--- config.mk ---
export PLATFORM = sky130hd
export DESIGN_NAME = fixed_sum_necklace_enumerator_core_flat
export DESIGN_NICKNAME = d
export VERILOG_FILES = /design/src/hw/rtl/fsne_pkg.sv /design/src/hw/rtl/fsne_if.sv /design/src/hw/rtl/fsne_ram.sv /design/src/hw/rtl/fsne_ctrl.sv /design/src/hw/rtl/fsne_dp.sv /design/src/hw/rtl/fixed_sum_necklace_enumerator_core.sv /design/src/flat_wrapper.sv
export SDC_FILE = /design/constraint.sdc
export NUM_CORES = 1
export LEC_CHECK = 0
export ABC_AREA = 1
export CAP_MARGIN = 25
export CORE_UTILIZATION = 55
export DETAILED_ROUTE_END_ITERATION = 8
export DONT_BUFFER_PORTS = 1
export PLACE_DENSITY = 0.72
export SKIP_LAST_GASP = 1
export SLEW_MARGIN = 20
export SYNTH_ARGS = -nofsm -noshare
export SYNTH_HDL_FRONTEND = slang
export SYNTH_SLANG_ARGS = --single-unit
--- constraint.sdc ---
create_clock -name clk -period 20.4 [get_ports clk]
set_input_delay 4.08 -clock clk [delete_from_list [all_inputs] [get_ports clk]]
set_output_delay 4.08 -clock clk [all_outputs]
set_load 0.03 [all_outputs]
--- src/hw/rtl/fsne_pkg.sv ---
// Shared types and constants for the fixed-sum necklace enumerator.
// No dependencies; every other file of the block but fsne_ram uses it.
package fsne_pkg;

  localparam int MAX_LEN_DEF    = 16;
  localparam int ELEM_WIDTH_DEF = 8;

  // configuration register widths and reset values
  localparam int LEN_CFG_W   = 5;
  localparam int SUM_CFG_W   = 8;
  localparam int DEPTH_CFG_W = 5;
  localparam int CFG_DATA_W  = 8;
  localparam int CFG_IDX_W   = 2;
  localparam int INDEX_W     = 4;

  localparam int RST_LEN   = 4;
  localparam int RST_SUM   = 4;
  localparam int RST_DEPTH = 4;

  // register indexes
  localparam logic [CFG_IDX_W-1:0] REG_SEQ_LENGTH = 2'd0;
  localparam logic [CFG_IDX_W-1:0] REG_TARGET_SUM = 2'd1;
  localparam logic [CFG_IDX_W-1:0] REG_EMIT_DEPTH = 2'd2;

  typedef struct packed {
    logic                  we;
    logic [CFG_IDX_W-1:0]  idx;
    logic [CFG_DATA_W-1:0] data;
  } cfg_wr_t;

  typedef enum logic [1:0] {
    STG_DESCEND,
    STG_LOOP,
    STG_BACKTRACK
  } stage_t;

  typedef enum logic [3:0] {
    ST_IDLE,
    ST_DESC,
    ST_DESC_RD,
    ST_LOOP,
    ST_LOOP_RD,
    ST_BT,
    ST_BT_RD,
    ST_MOD,
    ST_EMIT_LD,
    ST_EMIT_SHOW
  } state_t;

  typedef enum logic [3:0] {
    CMD_NONE,
    CMD_INIT,
    CMD_SET_BT,
    CMD_RD_SRC,
    CMD_DESC_ADV,
    CMD_DESC_LOOP,
    CMD_RD_T,
    CMD_LOOP_ADV,
    CMD_BT_DEC,
    CMD_BT_LOWER,
    CMD_EXHAUST,
    CMD_MOD_START,
    CMD_MOD_STEP,
    CMD_FOUND,
    CMD_LOAD_OUT,
    CMD_OUT_NEXT
  } cmd_t;

  typedef struct packed {
    logic   past_depth;   // position beyond emit depth
    logic   full_len;     // emit depth equals length
    logic   sum_ok;       // running sum hit target, period nonzero
    logic   tail_ok;      // prefix can still be completed
    logic   t_ge2;
    logic   bound_fail;   // first-element bound prunes
    logic   fit;          // copied element keeps sum in range
    logic   v_gt_rem;
    logic   v_zero;
    logic   pos_low;      // position 0 or 1
    logic   mod_reached;
    logic   mod_hit;
    logic   last_shown;
    logic   exhausted;
    stage_t stage;
  } dp_stat_t;

endpackage

--- src/hw/rtl/fsne_if.sv ---
// Valid/ready channel interfaces: request, result element and config write.
// Depends on fsne_pkg.
interface fsne_in_if;
  logic valid;
  logic ready;
  logic restart;
  modport source (output valid, output restart, input ready);
  modport sink   (input valid, input restart, output ready);
endinterface

interface fsne_out_if #(
  parameter int ELEM_W = fsne_pkg::ELEM_WIDTH_DEF
);
  logic                         valid;
  logic                         ready;
  logic [ELEM_W-1:0]            element_value;
  logic [fsne_pkg::INDEX_W-1:0] element_index;
  logic                         last_element;
  logic                         done_res;
  modport source (output valid, output element_value, output element_index,
                  output last_element, output done_res, input ready);
  modport sink   (input valid, input element_value, input element_index,
                  input last_element, input done_res, output ready);
endinterface

interface fsne_cfg_if;
  logic                            valid;
  logic                            ready;
  logic [fsne_pkg::CFG_IDX_W-1:0]  index;
  logic [fsne_pkg::CFG_DATA_W-1:0] data;
  modport source (output valid, output index, output data, input ready);
  modport sink   (input valid, input index, input data, output ready);
endinterface

--- src/hw/rtl/fsne_ram.sv ---
// Generic single-write, single-read RAM with registered read data.
// No dependencies.
module fsne_ram #(
  parameter int WIDTH = 8,
  parameter int DEPTH = 17
) (
  input  logic                     clk,
  input  logic                     we,
  input  logic [$clog2(DEPTH)-1:0] waddr,
  input  logic [WIDTH-1:0]         wdata,
  input  logic                     re,
  input  logic [$clog2(DEPTH)-1:0] raddr,
  output logic [WIDTH-1:0]         rdata
);

  logic [WIDTH-1:0] mem [DEPTH];

  always_ff @(posedge clk) begin
    if (we) begin
      mem[waddr] <= wdata;
    end
    if (re) begin
      rdata <= mem[raddr];
    end
  end

endmodule

--- src/hw/rtl/fsne_ctrl.sv ---
// Search sequencer: walks descend/loop/backtrack steps and the output stream.
// Depends on fsne_pkg; drives commands into fsne_dp.
module fsne_ctrl (
  input  logic               clk,
  input  logic               rst_n,
  input  logic               in_valid,
  input  logic               in_restart,
  output logic               in_ready,
  output logic               out_valid,
  input  logic               out_ready,
  input  fsne_pkg::dp_stat_t stat,
  output fsne_pkg::cmd_t     cmd
);
  import fsne_pkg::*;

  state_t state_r, state_nxt;

  always_ff @(posedge clk) begin
    if (!rst_n) begin
      state_r <= ST_IDLE;
    end else begin
      state_r <= state_nxt;
    end
  end

  // next state
  always_comb begin
    state_nxt = state_r;
    unique case (state_r)
      ST_IDLE: begin
        if (in_valid && !in_restart) begin
          if (stat.exhausted) begin
            state_nxt = ST_EMIT_SHOW;
          end else begin
            unique case (stat.stage)
              STG_DESCEND:   state_nxt = ST_DESC;
              STG_LOOP:      state_nxt = ST_LOOP;
              STG_BACKTRACK: state_nxt = ST_BT;
              default:       state_nxt = ST_IDLE;
            endcase
          end
        end
      end
      ST_DESC: begin
        if (stat.past_depth) begin
          if (stat.full_len) begin
            state_nxt = stat.sum_ok ? ST_MOD : ST_BT;
          end else begin
            state_nxt = stat.tail_ok ? ST_EMIT_LD : ST_BT;
          end
        end else if (stat.t_ge2 && stat.bound_fail) begin
          state_nxt = ST_BT;
        end else begin
          state_nxt = ST_DESC_RD;
        end
      end
      ST_DESC_RD:  state_nxt = stat.fit ? ST_DESC : ST_LOOP;
      ST_LOOP:     state_nxt = ST_LOOP_RD;
      ST_LOOP_RD:  state_nxt = stat.v_gt_rem ? ST_BT : ST_DESC;
      ST_BT:       state_nxt = stat.pos_low ? ST_EMIT_SHOW : ST_BT_RD;
      ST_BT_RD:    state_nxt = stat.v_zero ? ST_BT : ST_LOOP;
      ST_MOD: begin
        if (stat.mod_reached) begin
          state_nxt = stat.mod_hit ? ST_EMIT_LD : ST_BT;
        end
      end
      ST_EMIT_LD:  state_nxt = ST_EMIT_SHOW;
      ST_EMIT_SHOW: begin
        if (out_ready) begin
          state_nxt = stat.last_shown ? ST_IDLE : ST_EMIT_LD;
        end
      end
      default:     state_nxt = ST_IDLE;
    endcase
  end

  // outputs
  always_comb begin
    cmd       = CMD_NONE;
    in_ready  = 1'b0;
    out_valid = 1'b0;
    unique case (state_r)
      ST_IDLE: begin
        in_ready = 1'b1;
        if (in_valid) begin
          if (in_restart) begin
            cmd = CMD_INIT;
          end else if (stat.exhausted) begin
            cmd = CMD_EXHAUST;
          end
        end
      end
      ST_DESC: begin
        if (stat.past_depth) begin
          if (stat.full_len) begin
            cmd = stat.sum_ok ? CMD_MOD_START : CMD_SET_BT;
          end else begin
            cmd = stat.tail_ok ? CMD_FOUND : CMD_SET_BT;
          end
        end else if (stat.t_ge2 && stat.bound_fail) begin
          cmd = CMD_SET_BT;
        end else begin
          cmd = CMD_RD_SRC;
        end
      end
      ST_DESC_RD:  cmd = stat.fit ? CMD_DESC_ADV : CMD_DESC_LOOP;
      ST_LOOP:     cmd = CMD_RD_T;
      ST_LOOP_RD:  cmd = stat.v_gt_rem ? CMD_SET_BT : CMD_LOOP_ADV;
      ST_BT:       cmd = stat.pos_low ? CMD_EXHAUST : CMD_BT_DEC;
      ST_BT_RD:    cmd = stat.v_zero ? CMD_NONE : CMD_BT_LOWER;
      ST_MOD: begin
        if (stat.mod_reached) begin
          cmd = stat.mod_hit ? CMD_FOUND : CMD_SET_BT;
        end else begin
          cmd = CMD_MOD_STEP;
        end
      end
      ST_EMIT_LD:  cmd = CMD_LOAD_OUT;
      ST_EMIT_SHOW: begin
        out_valid = 1'b1;
        if (out_ready && !stat.last_shown) begin
          cmd = CMD_OUT_NEXT;
        end
      end
      default:     cmd = CMD_NONE;
    endcase
  end

endmodule

--- src/hw/rtl/fsne_dp.sv ---
// Search datapath: config registers, digit store, position/period/sum state,
// bound multiplier, period divisibility accumulator and output register.
// Depends on fsne_pkg and fsne_ram.
module fsne_dp #(
  parameter int MAX_LEN    = fsne_pkg::MAX_LEN_DEF,
  parameter int ELEM_WIDTH = fsne_pkg::ELEM_WIDTH_DEF
) (
  input  logic                         clk,
  input  logic                         rst_n,
  input  fsne_pkg::cmd_t               cmd,
  input  fsne_pkg::cfg_wr_t            cfg_wr,
  output fsne_pkg::dp_stat_t           stat,
  output logic [ELEM_WIDTH-1:0]        out_value,
  output logic [fsne_pkg::INDEX_W-1:0] out_index,
  output logic                         out_last,
  output logic                         out_done
);
  import fsne_pkg::*;

  localparam int DEPTH  = MAX_LEN + 1;
  localparam int ADDR_W = $clog2(DEPTH);
  localparam int POS_W  = $clog2(MAX_LEN + 2);
  localparam int EW     = ELEM_WIDTH;
  localparam int TW     = (EW > SUM_CFG_W) ? EW : SUM_CFG_W;
  localparam int LW     = (POS_W > LEN_CFG_W) ? POS_W : LEN_CFG_W;
  localparam int MW     = EW + POS_W;
  localparam int EMAX   = (2 ** EW) - 2;
  localparam int RST_M  = (RST_LEN > MAX_LEN) ? MAX_LEN : RST_LEN;
  localparam int RST_D  = (RST_DEPTH > RST_M) ? RST_M : RST_DEPTH;
  localparam int RST_T  = (RST_SUM > EMAX) ? EMAX : RST_SUM;

  // config registers
  logic [LEN_CFG_W-1:0]   cfg_len_r, cfg_len_nxt;
  logic [SUM_CFG_W-1:0]   cfg_sum_r, cfg_sum_nxt;
  logic [DEPTH_CFG_W-1:0] cfg_depth_r, cfg_depth_nxt;

  // latched search parameters and search state
  logic [POS_W-1:0] m_r, m_nxt, depth_r, depth_nxt;
  logic [EW-1:0]    tot_r, tot_nxt;
  logic [POS_W-1:0] pos_r, pos_nxt, period_r, period_nxt;
  logic [EW-1:0]    rs_r, rs_nxt, d1_r, d1_nxt;
  stage_t           stage_r, stage_nxt;
  logic             exh_r, exh_nxt;
  logic             valid_r [DEPTH];
  logic             valid_nxt [DEPTH];

  // payload registers
  logic [POS_W:0]     acc_r, acc_nxt;
  logic [POS_W-1:0]   idx_r, idx_nxt;
  logic [ADDR_W-1:0]  rd_addr_r, rd_addr_nxt;
  logic [EW-1:0]      out_value_r, out_value_nxt;
  logic [INDEX_W-1:0] out_index_r, out_index_nxt;
  logic               out_last_r, out_last_nxt, out_done_r, out_done_nxt;

  // store port
  logic              ram_we, ram_re;
  logic [ADDR_W-1:0] ram_waddr, ram_raddr;
  logic [EW-1:0]     ram_wdata, ram_q;

  fsne_ram #(
    .WIDTH (EW),
    .DEPTH (DEPTH)
  ) u_store (
    .clk   (clk),
    .we    (ram_we),
    .waddr (ram_waddr),
    .wdata (ram_wdata),
    .re    (ram_re),
    .raddr (ram_raddr),
    .rdata (ram_q)
  );

  // clamped config for restart
  logic [LW-1:0]    len_ext, dep_ext, m_c, d_c;
  logic [TW-1:0]    sum_ext, t_c;
  logic [POS_W-1:0] m_init, d_init;
  logic [EW-1:0]    tot_init;

  always_comb begin
    len_ext = LW'(cfg_len_r);
    dep_ext = LW'(cfg_depth_r);
    sum_ext = TW'(cfg_sum_r);
    if (len_ext == '0) begin
      m_c = LW'(1);
    end else if (len_ext > LW'(MAX_LEN)) begin
      m_c = LW'(MAX_LEN);
    end else begin
      m_c = len_ext;
    end
    if (dep_ext == '0) begin
      d_c = LW'(1);
    end else if (dep_ext > m_c) begin
      d_c = m_c;
    end else begin
      d_c = dep_ext;
    end
    t_c      = (sum_ext > TW'(EMAX)) ? TW'(EMAX) : sum_ext;
    m_init   = POS_W'(m_c);
    d_init   = POS_W'(d_c);
    tot_init = EW'(t_c);
  end

  // search arithmetic
  logic [EW-1:0]     rem, rd_v;
  logic [POS_W-1:0]  depth_p1, left, mul_b, src, pos_m1, idx_p1, idx_p2;
  logic [MW-1:0]     prod;
  logic [EW:0]       sum_try;
  logic [ADDR_W-1:0] pos_a, pos_m1_a, src_a, idx_p2_a;

  always_comb begin
    rem      = (rs_r <= tot_r) ? tot_r - rs_r : '0;
    if (rd_addr_r == '0) begin
      rd_v = tot_r;                      // entry zero always reads as the sum
    end else begin
      rd_v = valid_r[rd_addr_r] ? ram_q : '0;
    end
    depth_p1 = depth_r + POS_W'(1);
    left     = m_r + POS_W'(1) - pos_r;
    mul_b    = (pos_r >= depth_p1) ? (m_r - depth_r) : left;
    prod     = MW'(d1_r) * MW'(mul_b);
    sum_try  = {1'b0, rs_r} + {1'b0, rd_v};
    src      = (period_r <= pos_r) ? pos_r - period_r : '0;
    pos_m1   = pos_r - POS_W'(1);
    idx_p1   = idx_r + POS_W'(1);
    idx_p2   = idx_r + POS_W'(2);
    pos_a    = pos_r[ADDR_W-1:0];
    pos_m1_a = pos_m1[ADDR_W-1:0];
    src_a    = src[ADDR_W-1:0];
    idx_p2_a = idx_p2[ADDR_W-1:0];
  end

  always_comb begin
    stat.past_depth  = (pos_r >= depth_p1);
    stat.full_len    = (depth_r == m_r);
    stat.sum_ok      = (rs_r == tot_r) && (period_r != '0);
    stat.tail_ok     = (prod >= MW'(rem));
    stat.t_ge2       = (pos_r >= POS_W'(2));
    stat.bound_fail  = (prod < MW'(rem));
    stat.fit         = (sum_try <= {1'b0, tot_r});
    stat.v_gt_rem    = (rd_v > rem);
    stat.v_zero      = (rd_v == '0);
    stat.pos_low     = (pos_r <= POS_W'(1));
    stat.mod_reached = (acc_r >= {1'b0, m_r});
    stat.mod_hit     = (acc_r == {1'b0, m_r});
    stat.last_shown  = out_last_r;
    stat.exhausted   = exh_r;
    stat.stage       = stage_r;
  end

  // command decode
  always_comb begin
    cfg_len_nxt   = cfg_len_r;
    cfg_sum_nxt   = cfg_sum_r;
    cfg_depth_nxt = cfg_depth_r;
    m_nxt         = m_r;
    depth_nxt     = depth_r;
    tot_nxt       = tot_r;
    pos_nxt       = pos_r;
    period_nxt    = period_r;
    rs_nxt        = rs_r;
    d1_nxt        = d1_r;
    stage_nxt     = stage_r;
    exh_nxt       = exh_r;
    valid_nxt     = valid_r;
    acc_nxt       = acc_r;
    idx_nxt       = idx_r;
    rd_addr_nxt   = rd_addr_r;
    out_value_nxt = out_value_r;
    out_index_nxt = out_index_r;
    out_last_nxt  = out_last_r;
    out_done_nxt  = out_done_r;
    ram_we        = 1'b0;
    ram_waddr     = pos_a;
    ram_wdata     = rd_v;
    ram_re        = 1'b0;
    ram_raddr     = src_a;

    if (cfg_wr.we) begin
      unique case (cfg_wr.idx)
        REG_SEQ_LENGTH: cfg_len_nxt   = cfg_wr.data[LEN_CFG_W-1:0];
        REG_TARGET_SUM: cfg_sum_nxt   = cfg_wr.data[SUM_CFG_W-1:0];
        REG_EMIT_DEPTH: cfg_depth_nxt = cfg_wr.data[DEPTH_CFG_W-1:0];
        default: ;
      endcase
    end

    unique case (cmd)
      CMD_INIT: begin
        m_nxt      = m_init;
        depth_nxt  = d_init;
        tot_nxt    = tot_init;
        pos_nxt    = POS_W'(1);
        period_nxt = POS_W'(1);
        rs_nxt     = '0;
        d1_nxt     = '0;
        stage_nxt  = STG_DESCEND;
        exh_nxt    = 1'b0;
        for (int i = 0; i < DEPTH; i++) begin
          valid_nxt[i] = 1'b0;
        end
      end
      CMD_SET_BT: stage_nxt = STG_BACKTRACK;
      CMD_RD_SRC: begin
        ram_re    = 1'b1;
        ram_raddr = src_a;
      end
      CMD_DESC_ADV: begin
        ram_we    = 1'b1;
        ram_wdata = rd_v;
        rs_nxt    = sum_try[EW-1:0];
        pos_nxt   = pos_r + POS_W'(1);
      end
      CMD_DESC_LOOP: begin
        ram_we    = 1'b1;
        ram_wdata = rem;
        stage_nxt = STG_LOOP;
      end
      CMD_RD_T: begin
        ram_re    = 1'b1;
        ram_raddr = pos_a;
      end
      CMD_LOOP_ADV: begin
        rs_nxt     = sum_try[EW-1:0];
        pos_nxt    = pos_r + POS_W'(1);
        period_nxt = pos_r;
        stage_nxt  = STG_DESCEND;
      end
      CMD_BT_DEC: begin
        pos_nxt   = pos_m1;
        ram_re    = 1'b1;
        ram_raddr = pos_m1_a;
      end
      CMD_BT_LOWER: begin
        rs_nxt    = rs_r - rd_v;             // wraps like the element width
        ram_we    = 1'b1;
        ram_wdata = rd_v - EW'(1);
        stage_nxt = STG_LOOP;
      end
      CMD_EXHAUST: begin
        exh_nxt       = 1'b1;
        out_value_nxt = '0;
        out_index_nxt = '0;
        out_last_nxt  = 1'b1;
        out_done_nxt  = 1'b1;
      end
      CMD_MOD_START: acc_nxt = {1'b0, period_r};
      CMD_MOD_STEP:  acc_nxt = acc_r + {1'b0, period_r};
      CMD_FOUND: begin
        stage_nxt = STG_BACKTRACK;
        idx_nxt   = '0;
        ram_re    = 1'b1;
        ram_raddr = ADDR_W'(1);
      end
      CMD_LOAD_OUT: begin
        out_value_nxt = rd_v;
        out_index_nxt = INDEX_W'(idx_r);
        out_last_nxt  = (idx_p1 == depth_r);
        out_done_nxt  = 1'b0;
      end
      CMD_OUT_NEXT: begin
        idx_nxt   = idx_p1;
        ram_re    = 1'b1;
        ram_raddr = idx_p2_a;
      end
      default: ;
    endcase

    if (ram_we) begin
      valid_nxt[ram_waddr] = 1'b1;
      if (ram_waddr == ADDR_W'(1)) begin
        d1_nxt = ram_wdata;
      end
    end
    if (ram_re) begin
      rd_addr_nxt = ram_raddr;
    end
  end

  always_ff @(posedge clk) begin
    if (!rst_n) begin
      cfg_len_r   <= LEN_CFG_W'(RST_LEN);
      cfg_sum_r   <= SUM_CFG_W'(RST_SUM);
      cfg_depth_r <= DEPTH_CFG_W'(RST_DEPTH);
      m_r         <= POS_W'(RST_M);
      depth_r     <= POS_W'(RST_D);
      tot_r       <= EW'(RST_T);
      pos_r       <= POS_W'(1);
      period_r    <= POS_W'(1);
      rs_r        <= '0;
      d1_r        <= '0;
      stage_r     <= STG_DESCEND;
      exh_r       <= 1'b0;
      for (int i = 0; i < DEPTH; i++) begin
        valid_r[i] <= 1'b0;
      end
    end else begin
      cfg_len_r   <= cfg_len_nxt;
      cfg_sum_r   <= cfg_sum_nxt;
      cfg_depth_r <= cfg_depth_nxt;
      m_r         <= m_nxt;
      depth_r     <= depth_nxt;
      tot_r       <= tot_nxt;
      pos_r       <= pos_nxt;
      period_r    <= period_nxt;
      rs_r        <= rs_nxt;
      d1_r        <= d1_nxt;
      stage_r     <= stage_nxt;
      exh_r       <= exh_nxt;
      valid_r     <= valid_nxt;
    end
  end

  always_ff @(posedge clk) begin
    acc_r       <= acc_nxt;
    idx_r       <= idx_nxt;
    rd_addr_r   <= rd_addr_nxt;
    out_value_r <= out_value_nxt;
    out_index_r <= out_index_nxt;
    out_last_r  <= out_last_nxt;
    out_done_r  <= out_done_nxt;
  end

  assign out_value = out_value_r;
  assign out_index = out_index_r;
  assign out_last  = out_last_r;
  assign out_done  = out_done_r;

endmodule

--- src/hw/rtl/fixed_sum_necklace_enumerator_core.sv ---
// Top level of the fixed-sum necklace enumerator: sequencer plus datapath.
// Depends on fsne_pkg, fsne_if, fsne_ctrl, fsne_dp (and fsne_ram below it).
//
//  channel  dir  handshake     payload
//  in_ch    in   valid/ready   restart
//  out_ch   out  valid/ready   element_value, element_index, last_element, done_res
//  cfg_ch   in   valid/ready   index (0 length, 1 sum, 2 depth), data
//
// Search: a restart item yields no result. A next-item request runs the search
// as descend, loop and backtrack steps that read the digit store and then use
// the data, all bound by its single read port; a full-length candidate adds a
// period check that steps the accumulator by the period up to m.
// Each result element then passes through a store read and the output register.
// Reset: the store's entries are qualified by flip-flop valid bits, so neither
// reset nor restart needs a clearing pass.
// Stalls: requests are taken only while idle; out_ready low holds the current
// element in the output register. cfg_ready is always high.
module fixed_sum_necklace_enumerator_core #(
  parameter int MAX_LEN    = fsne_pkg::MAX_LEN_DEF,
  parameter int ELEM_WIDTH = fsne_pkg::ELEM_WIDTH_DEF
) (
  input logic        clk,
  input logic        rst_n,
  fsne_in_if.sink    in_ch,
  fsne_out_if.source out_ch,
  fsne_cfg_if.sink   cfg_ch
);
  import fsne_pkg::*;

  cmd_t     cmd;
  dp_stat_t stat;
  cfg_wr_t  cfg_wr;

  logic [ELEM_WIDTH-1:0] out_value;
  logic [INDEX_W-1:0]    out_index;
  logic                  out_last;
  logic                  out_done;

  // config port never stalls; writes land straight in the datapath registers
  assign cfg_ch.ready = 1'b1;
  assign cfg_wr.we    = cfg_ch.valid;
  assign cfg_wr.idx   = cfg_ch.index;
  assign cfg_wr.data  = cfg_ch.data;

  fsne_ctrl u_ctrl (
    .clk        (clk),
    .rst_n      (rst_n),
    .in_valid   (in_ch.valid),
    .in_restart (in_ch.restart),
    .in_ready   (in_ch.ready),
    .out_valid  (out_ch.valid),
    .out_ready  (out_ch.ready),
    .stat       (stat),
    .cmd        (cmd)
  );

  fsne_dp #(
    .MAX_LEN    (MAX_LEN),
    .ELEM_WIDTH (ELEM_WIDTH)
  ) u_dp (
    .clk       (clk),
    .rst_n     (rst_n),
    .cmd       (cmd),
    .cfg_wr    (cfg_wr),
    .stat      (stat),
    .out_value (out_value),
    .out_index (out_index),
    .out_last  (out_last),
    .out_done  (out_done)
  );

  // result payload comes straight from the datapath output register
  assign out_ch.element_value = out_value;
  assign out_ch.element_index = out_index;
  assign out_ch.last_element  = out_last;
  assign out_ch.done_res      = out_done;

endmodule

--- src/flat_wrapper.sv ---
// flat-port wrapper written by rule: the top's interface ports become plain ports
module fixed_sum_necklace_enumerator_core_flat import fsne_pkg::*;
#(
  parameter int MAX_LEN    = fsne_pkg::MAX_LEN_DEF,
  parameter int ELEM_WIDTH = fsne_pkg::ELEM_WIDTH_DEF
)
  (clk, rst_n, in_ch_valid, in_ch_restart, in_ch_ready, out_ch_valid, out_ch_element_value, out_ch_element_index, out_ch_last_element, out_ch_done_res, out_ch_ready, cfg_ch_valid, cfg_ch_index, cfg_ch_data, cfg_ch_ready);
  fsne_in_if in_ch_i ();
  fsne_out_if out_ch_i ();
  fsne_cfg_if cfg_ch_i ();
  input logic clk;
  input logic rst_n;
  input wire logic [$bits(in_ch_i.valid)-1:0] in_ch_valid;
  input wire logic [$bits(in_ch_i.restart)-1:0] in_ch_restart;
  output wire logic [$bits(in_ch_i.ready)-1:0] in_ch_ready;
  output wire logic [$bits(out_ch_i.valid)-1:0] out_ch_valid;
  output wire logic [$bits(out_ch_i.element_value)-1:0] out_ch_element_value;
  output wire logic [$bits(out_ch_i.element_index)-1:0] out_ch_element_index;
  output wire logic [$bits(out_ch_i.last_element)-1:0] out_ch_last_element;
  output wire logic [$bits(out_ch_i.done_res)-1:0] out_ch_done_res;
  input wire logic [$bits(out_ch_i.ready)-1:0] out_ch_ready;
  input wire logic [$bits(cfg_ch_i.valid)-1:0] cfg_ch_valid;
  input wire logic [$bits(cfg_ch_i.index)-1:0] cfg_ch_index;
  input wire logic [$bits(cfg_ch_i.data)-1:0] cfg_ch_data;
  output wire logic [$bits(cfg_ch_i.ready)-1:0] cfg_ch_ready;
  assign in_ch_i.valid = in_ch_valid;
  assign in_ch_i.restart = in_ch_restart;
  assign in_ch_ready = in_ch_i.ready;
  assign out_ch_valid = out_ch_i.valid;
  assign out_ch_element_value = out_ch_i.element_value;
  assign out_ch_element_index = out_ch_i.element_index;
  assign out_ch_last_element = out_ch_i.last_element;
  assign out_ch_done_res = out_ch_i.done_res;
  assign out_ch_i.ready = out_ch_ready;
  assign cfg_ch_i.valid = cfg_ch_valid;
  assign cfg_ch_i.index = cfg_ch_index;
  assign cfg_ch_i.data = cfg_ch_data;
  assign cfg_ch_ready = cfg_ch_i.ready;
  fixed_sum_necklace_enumerator_core #(.MAX_LEN(MAX_LEN), .ELEM_WIDTH(ELEM_WIDTH)) u_core (.clk(clk), .rst_n(rst_n), .in_ch(in_ch_i), .out_ch(out_ch_i), .cfg_ch(cfg_ch_i));
endmodule
Word level (Yosys, flattened, before mapping)
Memories as Yosys holds them, arrays and structs flattened. A register that Yosys moved wholly into a read port is not among the register bits.
Cells that the tools add are included.
- add/sub/neg operators: 14
- multipliers: 1
- magnitude comparators: 16
- equality and inequality tests: 36
- muxes and demuxes: 72
- bitwise operators: 3
- reduce and logical (&&, ||, !) cells: 33
- operator list (kind ; number):
    4-bit 2-to-1 mux ; 21
    4-bit one-hot mux with 10 select lines ; 2
    8-bit 2-to-1 mux ; 7
    4-bit equality test (second input constant) ; 10
    17-bit 2-to-1 mux ; 2
    4-bit by 3-bit equality test with 1-bit output (second input constant) ; 8
    8-bit one-hot mux with 2 select lines ; 2
    5-bit 2-to-1 mux ; 6
    8-bit one-hot mux with 3 select lines ; 1
    5-bit by 1-bit adder with 5-bit output (second input constant) ; 4
    5-bit one-hot mux with 2 select lines ; 2
    5-bit one-hot mux with 4 select lines ; 1
    17-bit bitwise OR ; 1
    4-bit by 2-bit equality test with 1-bit output (second input constant) ; 4
    8-bit subtractor ; 2
    5-bit zero test ; 3
    5-bit one-hot mux with 3 select lines ; 1
    5-bit subtractor ; 3
    13-bit by 8-bit >= comparator with 1-bit output ; 1
    13-bit by 8-bit less-than comparator with 1-bit output ; 1
    8-bit by 5-bit multiplier with 13-bit output ; 1
    6-bit >= comparator (second input constant) ; 2
    3-bit 2-to-1 mux ; 4
    5-bit NOT with 6-bit output ; 2
    other kinds (48) ; 84
- register bits: 116
- RAM bits: 136
- input bits: 16
- output and inout port bits: 17
- logic and storage cells: 213
- memories kept: 1
- memory list (name ; depth ; width ; rd ports ; clocked after Yosys merged registers in ; write ports ; RTL line ; RTL):
    u_core.u_dp.u_store.mem ; 17 ; 8 ; 1 ; 1 ; 1 ; fsne_ram.sv:16 ; logic [WIDTH-1:0] mem [DEPTH];

Depth between registers and ports, before layout
- word-level depth: 15
- gate-level depth with buffers: 51

Modules after synthesis
Synthesis repeated with hierarchy kept, for this count alone.
- cell total of the unflattened synthesis: 1910
- area, all modules: 15929.0 sq um
- modules (own cells, without submodules) (module ; times used ; cells each ; area an instance (sq um) ; sequential area each (sq um)):
    fsne_dp ; 1 ; 1289 ; 9379.0 ; 2542.4
    fsne_ram ; 1 ; 493 ; 5894.4 ; 4324.1
    fsne_ctrl ; 1 ; 126 ; 644.4 ; 80.1
    fixed_sum_necklace_enumerator_core ; 1 ; 2 ; 11.3 ; 0.0

Worst setup path before layout
OpenSTA, ideal clock, no wires.
- path type: reg-to-reg
- start point: reg u_core.u_dp.depth_r[0]
- end point: reg u_core.u_dp.d1_r[0]
- setup time: 0.117 ns
- arrival time: 6.782 ns
- required time: 20.283 ns
- path slack: 13.500 ns
- cell stages (with the launch flop): 43
- clock period less this slack: 6.900 ns
- path through: dfxtp_1 > ha_1 > nand3_1 > xnor2_1 > inv_1 > ha_1 > nand2_1 > o21a_1 > nand3_1 > clkbuf_1 > nand3_1 > o21ai_1 > nor2_1 > fa_1 > fa_1 > inv_1 > fa_1 > inv_1 > [... 7 more ...] > nand2_1 > nand2_1 > nand2_1 > nand2_1 > nor2_1 > nand4_1 > nand2_1 > nand2_1 > nand2_1 > nand4_4 > nor2_1 > o21ai_0 > nand2_1 > inv_1 > nor2_2 > inv_1 > o21ai_0 > nor2_1
- word-level cells in the longest chain between the ends: 13
- RTL lines (what ; RTL line ; RTL):
    start: declaration ; fsne_dp.sv:38 ; logic [POS_W-1:0] m_r, m_nxt, depth_r, depth_nxt;
    start signal: assignment ; fsne_dp.sv:285 ; depth_r <= POS_W'(RST_D);
    start signal: assignment ; fsne_dp.sv:301 ; depth_r <= depth_nxt;
    5-bit by 1-bit adder with 5-bit output ; fsne_dp.sv:117 ; depth_p1 = depth_r + POS_W'(1);
    5-bit >= comparator ; fsne_dp.sv:119, fsne_dp.sv:133 ;
    5-bit 2-to-1 mux ; fsne_dp.sv:119 ; mul_b = (pos_r >= depth_p1) ? (m_r - depth_r) : left;
    8-bit by 5-bit multiplier with 13-bit output ; fsne_dp.sv:120 ; prod = MW'(d1_r) * MW'(mul_b);
    13-bit by 8-bit >= comparator with 1-bit output / 13-bit by 8-bit less-than comparator with 1-bit output (equally long branches) ; fsne_dp.sv:136, fsne_dp.sv:138 ;
    4-bit 2-to-1 mux / 1-bit logical AND (equally long branches) ; fsne_ctrl.sv:98, fsne_ctrl.sv:100 ;
    4-bit 2-to-1 mux / 1-bit 2-to-1 mux (equally long branches) ; fsne_ctrl.sv:95, fsne_ctrl.sv:100 ;
    4-bit 2-to-1 mux (*) ; fsne_ctrl.sv:94 ; if (stat.past_depth) begin
    4-bit one-hot mux with 10 select lines (*) ; fsne_ctrl.sv:82 ; unique case (state_r)
    4-bit equality test, or another cell as far along ; fsne_dp.sv:187 ; unique case (cmd)
    8-bit one-hot mux with 2 select lines, or another cell as far along ; fsne_dp.sv:187 ;
    8-bit 2-to-1 mux / 1-bit 2-to-1 mux (equally long branches) ; fsne_dp.sv:270, fsne_dp.sv:187 ;
    8-bit 2-to-1 mux (*) ; fsne_dp.sv:268 ; if (ram_we) begin
    end signal: assignment ; fsne_dp.sv:306 ; d1_r <= d1_nxt;
    end: declaration ; fsne_dp.sv:41 ; logic [EW-1:0] rs_r, rs_nxt, d1_r, d1_nxt;
Every way passes the cells marked *; elsewhere a longest branch is shown, timed or not.
A chain may end at the register's enable or synchronous reset.

Final worst setup path
- start point: reg u_core.u_dp.depth_r[0]
- end point: reg u_core.u_dp.u_store.rdata[4] (read register of u_core.u_dp.u_store.mem), data pin
- word-level cells in the longest chain between the ends: 12
- RTL lines (what ; RTL line ; RTL):
    5-bit by 1-bit adder with 5-bit output ; fsne_dp.sv:117 ;
    5-bit >= comparator ; fsne_dp.sv:119, fsne_dp.sv:133 ;
    5-bit 2-to-1 mux ; fsne_dp.sv:119 ;
    8-bit by 5-bit multiplier with 13-bit output ; fsne_dp.sv:120 ;
    13-bit by 8-bit >= comparator with 1-bit output / 13-bit by 8-bit less-than comparator with 1-bit output (equally long branches) ; fsne_dp.sv:136, fsne_dp.sv:138 ;
    4-bit 2-to-1 mux / 1-bit logical AND (equally long branches) ; fsne_ctrl.sv:98, fsne_ctrl.sv:100 ;
    4-bit 2-to-1 mux / 1-bit 2-to-1 mux (equally long branches) ; fsne_ctrl.sv:95, fsne_ctrl.sv:100 ;
    4-bit 2-to-1 mux (*) ; fsne_ctrl.sv:94 ;
    4-bit one-hot mux with 10 select lines (*) ; fsne_ctrl.sv:82 ;
    4-bit equality test, or another cell as far along ; fsne_dp.sv:187 ;
    5-bit OR reduction (no source line) ; -- ;
    1-bit 2-to-1 mux ; fsne_dp.sv:187 ;
    end: declaration ; fsne_ram.sv:13 ; output logic [WIDTH-1:0] rdata
Marks and branches as above.

==> results by group <==
Clock tree
  • CTS sink count: 260
  • CTS tree: yes
  • Worst-path clk slew: 70 ps
  • Post_cts resized: 0
  • Clk Latency, worst-skew pair: 550 ps
  • # hold bufs at CTS: 0
  • Number of setup buffers added after CTS: 0
  • Root Buffer: clkbuf_16
  • CTS Buf Count: 27
  • Number of H-tree levels: 1
  • Clock Path Buffers: 3

Timing
  • Hold WS: 477.0 ps
  • Pin slew with the least headroom to its limit: 1105 ps
  • PnR worst setup slack: 11460 ps
  • Final Max Slew Viols: 0
  • RSZ-0062 raised after global routing: false
  • Clk_skew: 27.88 ps
  • Max Fclk: 0.1118 GHz
  • Minimum clock period: 8942 ps
  • Final Hold Fails: 0
  • Setup TNS: 0 ps
  • Rel. slew slack: 26.04%
  • Final setup violation count: 0
  • Fin crit share: 43.83%

Worst setup path
  • Crit Path Class: reg2reg
  • CP most frequent cell: nand2_1
  • Worst stage delay on the critical path: 790 ps
  • Startpoint types: flop
  • CP max FO: 33
  • Crit-path slowest cell: o21ai_4
  • Worst path required time: 20690 ps
  • Crit end category: flop
  • Critical path arrival: 9230 ps

Routing
  • Number of remaining DRC errors: 0
  • Final ANT Viol Nets: 0
  • DR vias/cell: 5.594
  • Vias: 13200
  • DRT Wirelength: 43.82 mm
  • Wire per inst: 18.57 um
  • DRT Pass-1 Iters: 6
  • DR iter-0 viols: 967

Placement
  • Routability cong.: 0.9911
  • Dpl hpwl: 31.87 mm
  • Pre-CTS setup slack: 11540 ps
  • IO Port Bufs: 0

Logic synthesis
  • Synth Flop Type: edfxtp_1
  • Cell variety after synth: 59
  • Sequential area share after synthesis: 43.11%
  • Mapped Area: 0.01611 sq mm
  • Mapped Nets: 2117
  • Fraction of registers with async set/reset: 0%
  • Total number of yosys warnings: 0
  • Mapped Cells: 1962
  • Register bit total from synthesis: 260
  • Post-synth EDFFs: 174
  • Post-synthesis average cell area: 8.213 sq um

Finish
  • Layout area overhead: 8.036%
  • Most common cell after layout, fill and taps aside: nand2_1
  • Share of post-route cells with drive strength above 1: 5.314%
  • N_diodes: 0
  • Final Net Count: 2110
  • Most frequent cells in the layout: nand2_1 (361), inv_1 (348), nand3_1 (196), nor2_1 (192), edfxtp_1 (174)

Floorplanning
  • Num ports: 33
  • Initial Utilization: 55.99%
  • Area of the core: 0.02878 sq mm
  • Height of the die: 173.2 um
  • Die area: 0.02999 sq mm
  • Rows: 62
  • Die width: 173.2 um

Power and ir drop
  • Leak pwr: 7.838 nW
  • Peak VDD IR: 64.82 uV
  • Total power per unit cell area: 138.5 mW/mm^2

Global route
  • Vias in the first global route: 12850
  • Global Route Usage Sum: 29.34%
  • First-pass GRT wire length: 68.72 mm
  • Largest net degree at the start of global routing: 66
  • Total gr overflow: 0
  • Initial antenna violation count: 0

Outcome
  • Outcome: complete, no violations

Job
  • Maximum Capacitance Violations: 0

Min path
  • Worst Hold Class: reg2reg
logic make-up after synthesis:
family / Yosys count / share of synthesized area [%]
AOI/OAI and AO/OA: 252 / 8.859
xor gates and xnor gates: 33 / 1.794
adders and majority gates: 139 / 11.96
buffers and inverters: 409 / 10.12
DFF: 260 / 43.11
other: 1 / 0.02327
and+or+nand+nor: 868 / 24.14
Yosys cell counts, types with 2 or more instances:
master / n / area share (%)
a211oi_1: 3 / 0.14
a21oi_1: 115 / 3.6
a221oi_1: 2 / 0.11
a31oi_1: 2 / 0.078
and2_1: 3 / 0.12
buf_1: 2 / 0.047
buf_2: 17 / 0.53
buf_6: 9 / 0.63
clkbuf_1: 21 / 0.49
clkinv_1: 3 / 0.070
dfxtp_1: 86 / 11
edfxtp_1: 174 / 32
fa_1: 25 / 3.1
ha_1: 114 / 8.9
inv_1: 348 / 8.1
inv_2: 7 / 0.16
nand2_1: 362 / 8.4
nand2_2: 8 / 0.31
nand2_4: 3 / 0.21
nand3_1: 196 / 6.1
nand3_2: 2 / 0.12
nand3b_1: 38 / 1.8
nand4_1: 23 / 0.89
nand4_2: 2 / 0.16
nor2_1: 193 / 4.5
nor2_2: 4 / 0.16
nor3_1: 18 / 0.56
nor4_1: 5 / 0.19
o2111ai_1: 3 / 0.16
o211ai_1: 10 / 0.47
o21a_1: 3 / 0.14
o21ai_0: 77 / 2.4
o21ai_1: 2 / 0.062
o21bai_1: 6 / 0.28
o221ai_1: 4 / 0.22
o22ai_1: 7 / 0.27
o31ai_1: 4 / 0.19
o41ai_1: 4 / 0.22
or2_2: 6 / 0.23
xnor2_1: 11 / 0.60
xor2_1: 22 / 1.2
through the flow:
stage	power (mW)	util, %	cell area, sq um	instances
floorplan	1.553	-	16110	1962
global placement	1.845	57.04	16420	2306
detailed placement	1.872	57.18	16460	2310
CTS	2.397	60.44	17400	2360
global route	2.573	60.49	17410	2360
finish	2.411	60.49	17410	2360
worst paths after layout:
check                           startpoint                      endpoint  slack [ps]  cells past startpoint
hold / removal    u_core.u_dp.cfg_sum_r[4]      u_core.u_dp.cfg_sum_r[4]         480                      2
hold reg to reg   u_core.u_dp.cfg_sum_r[4]      u_core.u_dp.cfg_sum_r[4]         480                      2
setup / recovery    u_core.u_dp.depth_r[0]  u_core.u_dp.u_store.rdata[4]       11460                     42
setup reg to reg    u_core.u_dp.depth_r[0]  u_core.u_dp.u_store.rdata[4]       11460                     42
sequential cells by signal, indices dropped and copies added, names as in the netlist, 6 cells and up:
name and cells:
u_core.u_dp.acc_r 6, u_core.u_dp.cfg_sum_r 8, u_core.u_dp.d1_r 8, u_core.u_dp.out_value 8, u_core.u_dp.rs_r 8, u_core.u_dp.tot_r 8, u_core.u_dp.u_store.mem 136, u_core.u_dp.u_store.rdata 8
u_core.u_dp.valid_r 17
metal layers:
metal | part of all wire (%) | vias up | global-route usage, %
met5 | 0 | - | 0
met4 | 4.7 | 0 | 13.83
met3 | 7.0 | 114 | 3.606
met2 | 48 | 512 | 50.22
met1 | 40 | 6140 | 36.99
li1 | - | 6435 | -
power by group:
part           switching (mW)  internal (mW)
Combinational           0.806          0.360
Clock                   0.216          0.309
Sequential             0.0508          0.670
critical path: cells and delay by family (launching register included):
kind | cells | cell delay [ps]
xor gates and xnor gates | 2 | 320
AOI/OAI and AO/OA | 4 | 1650
adders and majority gates | 7 | 2680
DFF | 1 | 430
buffers and inverters | 6 | 880
and+or+nand+nor | 23 | 2690
final cells by class:
cell class,instances,area (sq um)
well taps,384,480.5
fillers,2567,11370
repair buffers,14,110.1
inverters,359,1350
clock buffers,31,732.0
flip-flops and latches,260,6947
multi-input cells,1293,7582
clock inverters,19,207.7
Note: power is estimated with default switching activity, not from simulation.
